## src/hw/rtl/sha256_pkg.sv

```systemverilog
`default_nettype none
package sha256_pkg;

    localparam int unsigned BlockBytes = 64;
    localparam int unsigned Rounds     = 64;

    typedef logic [31:0] t_word;

    // one entry of the queue between front and back
    typedef struct packed {
        logic [7:0] data;
        logic       present;
        logic       last;
    } t_item;

    function automatic t_word round_const(input logic [5:0] idx);
        t_word k;
        unique case (idx)
            6'd0:  k = 32'h428a2f98; 6'd1:  k = 32'h71374491;
            6'd2:  k = 32'hb5c0fbcf; 6'd3:  k = 32'he9b5dba5;
            6'd4:  k = 32'h3956c25b; 6'd5:  k = 32'h59f111f1;
            6'd6:  k = 32'h923f82a4; 6'd7:  k = 32'hab1c5ed5;
            6'd8:  k = 32'hd807aa98; 6'd9:  k = 32'h12835b01;
            6'd10: k = 32'h243185be; 6'd11: k = 32'h550c7dc3;
            6'd12: k = 32'h72be5d74; 6'd13: k = 32'h80deb1fe;
            6'd14: k = 32'h9bdc06a7; 6'd15: k = 32'hc19bf174;
            6'd16: k = 32'he49b69c1; 6'd17: k = 32'hefbe4786;
            6'd18: k = 32'h0fc19dc6; 6'd19: k = 32'h240ca1cc;
            6'd20: k = 32'h2de92c6f; 6'd21: k = 32'h4a7484aa;
            6'd22: k = 32'h5cb0a9dc; 6'd23: k = 32'h76f988da;
            6'd24: k = 32'h983e5152; 6'd25: k = 32'ha831c66d;
            6'd26: k = 32'hb00327c8; 6'd27: k = 32'hbf597fc7;
            6'd28: k = 32'hc6e00bf3; 6'd29: k = 32'hd5a79147;
            6'd30: k = 32'h06ca6351; 6'd31: k = 32'h14292967;
            6'd32: k = 32'h27b70a85; 6'd33: k = 32'h2e1b2138;
            6'd34: k = 32'h4d2c6dfc; 6'd35: k = 32'h53380d13;
            6'd36: k = 32'h650a7354; 6'd37: k = 32'h766a0abb;
            6'd38: k = 32'h81c2c92e; 6'd39: k = 32'h92722c85;
            6'd40: k = 32'ha2bfe8a1; 6'd41: k = 32'ha81a664b;
            6'd42: k = 32'hc24b8b70; 6'd43: k = 32'hc76c51a3;
            6'd44: k = 32'hd192e819; 6'd45: k = 32'hd6990624;
            6'd46: k = 32'hf40e3585; 6'd47: k = 32'h106aa070;
            6'd48: k = 32'h19a4c116; 6'd49: k = 32'h1e376c08;
            6'd50: k = 32'h2748774c; 6'd51: k = 32'h34b0bcb5;
            6'd52: k = 32'h391c0cb3; 6'd53: k = 32'h4ed8aa4a;
            6'd54: k = 32'h5b9cca4f; 6'd55: k = 32'h682e6ff3;
            6'd56: k = 32'h748f82ee; 6'd57: k = 32'h78a5636f;
            6'd58: k = 32'h84c87814; 6'd59: k = 32'h8cc70208;
            6'd60: k = 32'h90befffa; 6'd61: k = 32'ha4506ceb;
            6'd62: k = 32'hbef9a3f7; default: k = 32'hc67178f2;
        endcase
        return k;
    endfunction

    function automatic t_word init_hash(input logic [2:0] idx);
        t_word h;
        unique case (idx)
            3'd0: h = 32'h6a09e667; 3'd1: h = 32'hbb67ae85;
            3'd2: h = 32'h3c6ef372; 3'd3: h = 32'ha54ff53a;
            3'd4: h = 32'h510e527f; 3'd5: h = 32'h9b05688c;
            3'd6: h = 32'h1f83d9ab; default: h = 32'h5be0cd19;
        endcase
        return h;
    endfunction

endpackage
`default_nettype wire

```

## src/hw/rtl/sha256_front.sv

```systemverilog
`default_nettype none
// input queue: accepts byte items, drops items that do nothing
module sha256_front #(
    parameter int unsigned Depth = 4
) (
    input  wire                 i_clk,
    input  wire                 i_rst_n,
    input  wire                 i_push,
    output logic                o_full,
    input  wire  [7:0]          i_message_byte,
    input  wire                 i_byte_present,
    input  wire                 i_end_of_message,
    output logic                o_valid,
    output sha256_pkg::t_item   o_item,
    input  wire                 i_take
);
    localparam int unsigned Aw = (Depth > 1) ? $clog2(Depth) : 1;

    sha256_pkg::t_item r_mem [Depth];
    logic [Aw-1:0] r_wp, r_rp;
    logic [Aw:0]   r_cnt;
    logic          w_push, w_pop, w_useful;

    assign o_full   = (r_cnt == (Aw+1)'(Depth));
    assign o_valid  = (r_cnt != '0);
    assign o_item   = r_mem[r_rp];
    assign w_useful = i_byte_present | i_end_of_message;
    assign w_push   = i_push & ~o_full & w_useful;
    assign w_pop    = i_take & o_valid;

    always_ff @(posedge i_clk) begin
        if (w_push) begin
            r_mem[r_wp] <= '{data: i_message_byte, present: i_byte_present,
                             last: i_end_of_message};
        end
        if (!i_rst_n) begin
            r_wp  <= '0;
            r_rp  <= '0;
            r_cnt <= '0;
        end else begin
            if (w_push) r_wp <= (r_wp == Aw'(Depth-1)) ? '0 : r_wp + 1'b1;
            if (w_pop)  r_rp <= (r_rp == Aw'(Depth-1)) ? '0 : r_rp + 1'b1;
            r_cnt <= r_cnt + (Aw+1)'(w_push) - (Aw+1)'(w_pop);
        end
    end
endmodule
`default_nettype wire

```

## src/hw/rtl/sha256_back.sv

```systemverilog
`default_nettype none
// block buffer, padding, 64-round compression and digest output
module sha256_back (
    input  wire                 i_clk,
    input  wire                 i_rst_n,
    input  wire                 i_valid,
    input  wire sha256_pkg::t_item i_item,
    output logic                o_take,
    output logic                o_empty,
    input  wire                 i_pop,
    output logic [31:0]         o_digest_word,
    output logic [2:0]          o_word_number,
    output logic                o_final_word
);
    typedef enum logic [2:0] {
        S_IDLE, S_PAD, S_LOAD, S_ROUND, S_ADD, S_OUT
    } t_state;

    t_state        r_state;
    logic [31:0]   r_blk [16];
    logic [31:0]   r_w   [16];
    logic [31:0]   r_h   [8];
    logic [31:0]   r_v   [8];
    logic [5:0]    r_fill;
    logic [60:0]   r_total;
    logic [5:0]    r_round;
    logic [2:0]    r_idx;
    logic          r_final_blk;
    logic          r_pad_done;
    logic          r_end_pend;

    logic [31:0] w_wt, w_x, w_y, w_s1, w_ch, w_t1, w_s0, w_maj;
    logic [3:0]  w_ri;
    logic [1:0]  w_lane;
    logic [63:0] w_bits;

    assign w_ri = r_round[3:0];
    assign w_x  = r_w[4'(w_ri + 4'd1)];
    assign w_y  = r_w[4'(w_ri + 4'd14)];

    always_comb begin
        if (r_round < 6'd16) begin
            w_wt = r_blk[w_ri];
        end else begin
            w_wt = r_w[w_ri] + r_w[4'(w_ri + 4'd9)]
                 + ({w_x[6:0], w_x[31:7]} ^ {w_x[17:0], w_x[31:18]} ^ (w_x >> 3))
                 + ({w_y[16:0], w_y[31:17]} ^ {w_y[18:0], w_y[31:19]}
                    ^ (w_y >> 10));
        end
        w_s1  = {r_v[4][5:0], r_v[4][31:6]} ^ {r_v[4][10:0], r_v[4][31:11]}
              ^ {r_v[4][24:0], r_v[4][31:25]};
        w_ch  = (r_v[4] & r_v[5]) ^ (~r_v[4] & r_v[6]);
        w_t1  = r_v[7] + w_s1 + w_ch + sha256_pkg::round_const(r_round) + w_wt;
        w_s0  = {r_v[0][1:0], r_v[0][31:2]} ^ {r_v[0][12:0], r_v[0][31:13]}
              ^ {r_v[0][21:0], r_v[0][31:22]};
        w_maj = (r_v[0] & r_v[1]) ^ (r_v[0] & r_v[2]) ^ (r_v[1] & r_v[2]);
    end

    assign w_bits        = {r_total, 3'b000};
    assign w_lane        = r_fill[1:0];
    assign o_take        = (r_state == S_IDLE) & i_valid;
    assign o_empty       = (r_state != S_OUT);
    assign o_digest_word = r_h[r_idx];
    assign o_word_number = r_idx;
    assign o_final_word  = (r_idx == 3'd7);

    always_ff @(posedge i_clk) begin
        if (!i_rst_n) begin
            r_state     <= S_IDLE;
            r_fill      <= '0;
            r_total     <= '0;
            r_round     <= '0;
            r_idx       <= '0;
            r_final_blk <= 1'b0;
            r_pad_done  <= 1'b0;
            r_end_pend  <= 1'b0;
            for (int i = 0; i < 8; i++) r_h[i] <= sha256_pkg::init_hash(3'(i));
        end else begin
            unique case (r_state)
                S_IDLE: begin
                    if (i_valid) begin
                        if (i_item.present) begin
                            r_blk[r_fill[5:2]][8*(3-w_lane) +: 8] <= i_item.data;
                            r_fill  <= r_fill + 6'd1;
                            r_total <= r_total + 61'd1;
                        end
                        r_pad_done <= 1'b0;
                        if (i_item.present && r_fill == 6'd63) begin
                            r_final_blk <= 1'b0;
                            r_state     <= S_LOAD;
                            // last byte of a block and end: pad after compression
                            r_end_pend  <= i_item.last;
                        end else if (i_item.last) begin
                            r_state <= S_PAD;
                        end
                    end
                end
                S_PAD: begin
                    // 0x80 at fill, then zeros byte by byte, then the length into words 14 and 15
                    if (!r_pad_done) begin
                        r_blk[r_fill[5:2]][8*(3-w_lane) +: 8] <= 8'h80;
                        r_pad_done <= 1'b1;
                        if (r_fill == 6'd63) begin
                            r_final_blk <= 1'b0;
                            r_state     <= S_LOAD;
                        end
                        r_fill <= r_fill + 6'd1;
                    end else if (r_fill < 6'd56 && r_fill != 6'd0) begin
                        r_blk[r_fill[5:2]][8*(3-w_lane) +: 8] <= 8'h00;
                        r_fill <= r_fill + 6'd1;
                    end else if (r_fill > 6'd56) begin
                        r_blk[r_fill[5:2]][8*(3-w_lane) +: 8] <= 8'h00;
                        r_fill <= r_fill + 6'd1;
                        if (r_fill == 6'd63) begin
                            r_final_blk <= 1'b0;
                            r_state     <= S_LOAD;
                        end
                    end else begin
                        // fill is 56, or 0 after an extra block
                        for (int i = 0; i < 14; i++) begin
                            if (r_fill == 6'd0) r_blk[i] <= '0;
                        end
                        r_blk[14]   <= w_bits[63:32];
                        r_blk[15]   <= w_bits[31:0];
                        r_final_blk <= 1'b1;
                        r_state     <= S_LOAD;
                    end
                end
                S_LOAD: begin
                    for (int i = 0; i < 8; i++) r_v[i] <= r_h[i];
                    r_round <= '0;
                    r_state <= S_ROUND;
                end
                S_ROUND: begin
                    r_w[w_ri] <= w_wt;
                    r_v[7] <= r_v[6];
                    r_v[6] <= r_v[5];
                    r_v[5] <= r_v[4];
                    r_v[4] <= r_v[3] + w_t1;
                    r_v[3] <= r_v[2];
                    r_v[2] <= r_v[1];
                    r_v[1] <= r_v[0];
                    r_v[0] <= w_t1 + w_s0 + w_maj;
                    r_round <= r_round + 6'd1;
                    if (r_round == 6'd63) r_state <= S_ADD;
                end
                S_ADD: begin
                    for (int i = 0; i < 8; i++) r_h[i] <= r_h[i] + r_v[i];
                    r_fill <= '0;
                    if (r_final_blk) begin
                        r_idx   <= '0;
                        r_state <= S_OUT;
                    end else if (r_pad_done || r_end_pend) begin
                        r_end_pend <= 1'b0;
                        r_state    <= S_PAD;
                    end else begin
                        r_state <= S_IDLE;
                    end
                end
                S_OUT: begin
                    if (i_pop) begin
                        r_idx <= r_idx + 3'd1;
                        if (r_idx == 3'd7) begin
                            r_state     <= S_IDLE;
                            r_fill      <= '0;
                            r_total     <= '0;
                            r_final_blk <= 1'b0;
                            r_pad_done  <= 1'b0;
                            r_end_pend  <= 1'b0;
                            for (int i = 0; i < 8; i++) begin
                                r_h[i] <= sha256_pkg::init_hash(3'(i));
                            end
                        end
                    end
                end
                default: r_state <= S_IDLE;
            endcase
        end
    end
endmodule
`default_nettype wire

```

## src/hw/rtl/sha256_message_digest_top.sv

```systemverilog
`default_nettype none
// SHA-256 over a byte stream. The back end takes byte items only while idle;
// a 64-byte block then goes through load, 64 rounds at one per cycle and hash
// add, and an ending item pads the block up to the length field before the
// final one or two compressions; the eight digest words then come out one per
// pop. The input queue (QueueDepth items) keeps taking bytes while a block
// compresses. State returns to its initial values after word 7 is popped.
module sha256_message_digest_top #(
    parameter int unsigned QueueDepth = 4
) (
    input  wire         i_clk,
    input  wire         i_rst_n,
    input  wire         push,
    output logic        full,
    input  wire  [7:0]  i_message_byte,
    input  wire         i_byte_present,
    input  wire         i_end_of_message,
    output logic        empty,
    input  wire         pop,
    output logic [31:0] o_digest_word,
    output logic [2:0]  o_word_number,
    output logic        o_final_word
);
    logic              w_valid, w_take;
    sha256_pkg::t_item w_item;

    sha256_front #(.Depth(QueueDepth)) u_front (
        .i_clk, .i_rst_n,
        .i_push(push), .o_full(full),
        .i_message_byte, .i_byte_present, .i_end_of_message,
        .o_valid(w_valid), .o_item(w_item), .i_take(w_take)
    );

    sha256_back u_back (
        .i_clk, .i_rst_n,
        .i_valid(w_valid), .i_item(w_item), .o_take(w_take),
        .o_empty(empty), .i_pop(pop),
        .o_digest_word, .o_word_number, .o_final_word
    );
endmodule
`default_nettype wire

```

## config.mk

```make
export PLATFORM = sky130hd
export DESIGN_NAME = sha256_message_digest_top
export DESIGN_NICKNAME = d
export VERILOG_FILES = /design/src/hw/rtl/sha256_pkg.sv /design/src/hw/rtl/sha256_front.sv /design/src/hw/rtl/sha256_back.sv /design/src/hw/rtl/sha256_message_digest_top.sv
export SDC_FILE = /design/constraint.sdc
export NUM_CORES = 2
export LEC_CHECK = 0
export ABC_AREA = 0
export ABC_CLOCK_PERIOD_IN_PS = 25500
export BUFFER_PORTS_ARGS = -buffer_cell sky130_fd_sc_hd__buf_2
export CAP_MARGIN = 20
export CELL_PAD_IN_SITES_DETAIL_PLACEMENT = 2
export CELL_PAD_IN_SITES_GLOBAL_PLACEMENT = 2
export CORE_ASPECT_RATIO = 0.6
export CORE_MARGIN = 3
export CORE_UTILIZATION = 47
export DETAILED_ROUTE_END_ITERATION = 8
export PLACE_DENSITY = 0.87
export SYNTH_ARGS = -nofsm -noshare
export SYNTH_HDL_FRONTEND = slang
export SYNTH_SLANG_ARGS = --single-unit
```

## constraint.sdc

```tcl
create_clock -name i_clk -period 25.5 [get_ports i_clk]
set_input_delay 5.1 -clock i_clk [delete_from_list [all_inputs] [get_ports i_clk]]
set_output_delay 5.1 -clock i_clk [all_outputs]
set_load 0.005 [all_outputs]
```

==> results.yml <==
synth:
  synth.top_cell.area_share_pct: 28.4
  synth-async-reset-ratio_pct: 0
  yosys_warnings: 0
  synth_area_leader_cell: "edfxtp_1"
  yosysSeqAreaShare_pct: 41.9
  ys_ff_latch: 1706
  synth-edff-count: 997
  synth.area.top_cells: "edfxtp_1 (28%), mux4_2 (16%), dfxtp_1 (13%)"
  ys.flop_type: "edfxtp_1"
  synthCells: 9875
  ys_types: 86
  avgSynthCellArea_um2: 10.7
  syn-num-nets: 10494
  synth_area_um2: 105000
outcome:
  status: "complete, no violations"
timing:
  setup_tns_ns: 0
  fmax_mhz: 63.1
  hold_violations: 0
  rsz0062_at_grt: "false"
  setup_viol: 0
  clock_skew_ns: 0.0588
  maxSlewViolCount: 0
  timing.final.crit_share_pct: 62.2
  worstMarginPinSlew_ns: 1.33
  relSlewSlack_pct: 11.0
  period_minus_slack_ns: 15.85
floorplanning:
  io-pin-count: 52
  die_w_um: 617
  die-area_um2: 230000
  core-area_um2: 221000
  start_util_pct: 47.7
  die_h_um: 373
  rows: 133
worst_setup_path:
  crit_type: "flip-flop to flip-flop"
  slowest_stage: "o21ai_2"
  worst_ep_required_time_ns: 26.06
  cp-start-kind: "flip-flop"
  cp_slowest_stage_delay_ns: 0.95
  critical_path.max_fanout: 50
  cp-end-kind: "flip-flop"
  cp.arrival_ns: 16.42
min_path:
  hold_path.class: "flip-flop to flip-flop"
clock_tree:
  post_cts_buffers: 0
  clkLatencyLatePin_ns: 0.88
  cts.sinks: 1706
  ctsLongestPathBuffers: 4
  cts_hold_buf: 0
  cts.clk_slew.worst_paths_ns: 0.07
  cts_root_buf: "clkbuf_16"
  cts_tree: "yes"
  cts_resized: 0
  htree_levels: 4
  cts_buffers: 183
placement:
  post-dp-hpwl_um: 344000
  dp.cells: 12454
  portBuffers: 51
  dpl_cell_area_um2: 109000
  gp_congestion: 1.03
grt:
  grt_pass1_vias: 96417
  grt_pass1_wl_um: 729000
  antenna_found_initial: 30
  track_usage_pct: 43.3
  grt_overflow: 0
  grt_max_degree: 164
final_layout:
  fillerInstances: 21657
  final_cells: 12811
  fin_nets: 10305
  final_area_um2: 115000
  final_cell_mix: "nand2_1 (1431), edfxtp_1 (997), a21oi_1 (878), nor2_1 (808), mux4_2 (730)"
  area_growth_pct: 9.22
  mostFrequentLayoutCell: "nand2_1"
  seqCellArea_um2: 44200
  multi_input_area_um2: 57700
  layout-drive-gt1-share_pct: 14.6
routing:
  vias_per_cell: 7.25
  drc: 0
  vias: 92934
  final_antenna_net_count: 0
  routed_wl_um: 512000
  drt-initial-drc-count: 15499
  drt_first_pass_iters: 7
  wire_per_inst_um: 40.0
pwr:
  powerDensity_nw_per_um2: 87.3
  ir_drop_mv: 0.0750
  p_leak_nw: 42.5
run:
  drv_cap: 0
[kinds of logic after synthesis]
kind of cell / after synthesis / synth area share [%]
flip-flops: 1706 / 41.9
AO/OA/AOI/OAI: 2053 / 11.6
multiplexers: 827 / 16.8
XOR/XNOR: 628 / 5.26
AND/OR/NAND/NOR: 2985 / 11.9
buffers and inverters: 1052 / 3.78
adder cells (fa/ha/maj): 624 / 8.76
[state kept, by name (all words and copies together), names as in the netlist, 3 cells and up, named ones only]
register,count
u_back.o_word_number,3
u_back.r_total,61
u_front.r_cnt,3
u_back.r_state,3
u_back.r_h,256
u_back.r_blk,512
u_back.r_v,256
u_back.r_round,6
u_back.r_w,512
u_back.r_fill,6
u_front.r_mem,40
[where the power goes]
group	internal, mW	switching (mW)
Clock	1.54	1.31
Sequential	3.13	0.154
Combinational	1.26	2.65
Total	5.93	4.11
[metal layers]
layer | wire, µm | track usage, % | vias up
met4 | 23000 | 15.4 | 28
li1 | - | - | 35519
met2 | 211000 | 60.5 | 7570
met3 | 81300 | 18.1 | 1623
met1 | 197000 | 59.8 | 48194
met5 | 195 | 0 | -
[worst max-delay path: cells and delay by family, from the launching register on]
kind            cells  cell delay (ns)
compound gates     14             5.21
fa+ha+maj           9             4.14
xor+xnor            6             1.46
simple gates        5             1.10
mux                 2             1.11
flops               1             0.91
buf+inv             5             1.44
[worst paths after layout]
check                                                     start                               to  slack [ns]  cells after the start
worst max-delay path             u_back.r_round[1]$_SDFFE_PN0N_      u_back.r_v[0][31]$_DFFE_PP_        9.65                     41
worst min register to register  u_back.r_blk[6][3]$_SDFFE_PP0P_  u_back.r_blk[6][3]$_SDFFE_PP0P_        0.46                      2
worst min-delay path            u_back.r_blk[6][3]$_SDFFE_PP0P_  u_back.r_blk[6][3]$_SDFFE_PP0P_        0.46                      2
worst max register to register   u_back.r_round[1]$_SDFFE_PN0N_      u_back.r_v[0][31]$_DFFE_PP_        9.65                     41
[cell usage after synthesis, drive strengths merged (11+ instances only)]
| cell type | instances |
|---|---|
| a2111oi | 12 |
| a211oi | 43 |
| a21boi | 13 |
| a21o | 220 |
| a21oi | 881 |
| a221o | 11 |
| a221oi | 16 |
| a311oi | 15 |
| a31oi | 61 |
| and2 | 39 |
| and3 | 39 |
| and4 | 14 |
| buf | 117 |
| clkbuf | 513 |
| dfxtp | 709 |
| edfxtp | 997 |
| fa | 196 |
| ha | 409 |
| inv | 417 |
| maj3 | 19 |
| mux2 | 66 |
| mux2i | 19 |
| mux4 | 742 |
| nand2 | 1436 |
| nand2b | 55 |
| nand3 | 314 |
| nand4 | 33 |
| nor2 | 829 |
| nor2b | 54 |
| nor3 | 85 |
| o211ai | 55 |
| o21a | 43 |
| o21ai | 470 |
| o21bai | 53 |
| o221ai | 14 |
| o22ai | 21 |
| o311ai | 16 |
| o31ai | 32 |
| or2 | 19 |
| or3 | 33 |
| xnor2 | 383 |
| xor2 | 244 |
[through the flow]
stage	power [mW]	util, %	hold slack (ns)	setup slack [ns]
detailed placement	6.91	49.2	0.449	10.54
global route	10.3	52.1	0.481	9.31
global placement	6.61	49.2	0.439	10.94
CTS	9.81	51.9	0.459	10.10
floorplan	5.55	-	0.433	8.34
finish	10.0	52.1	0.460	9.65
[area by class of cell]
| type | instances | share of cell area (%) |
|---|---|---|
| inverters | 422 | 1.38 |
| flip-flops and latches | 1706 | 38.4 |
| clock buffers | 246 | 4.43 |
| diodes | 10 | 0.0217 |
| repair buffers | 256 | 1.77 |
| multi-input cells | 7117 | 50.1 |
| clock inverters | 84 | 0.673 |
| well taps | 2970 | 3.23 |
(Power assumes the default switching activity.)
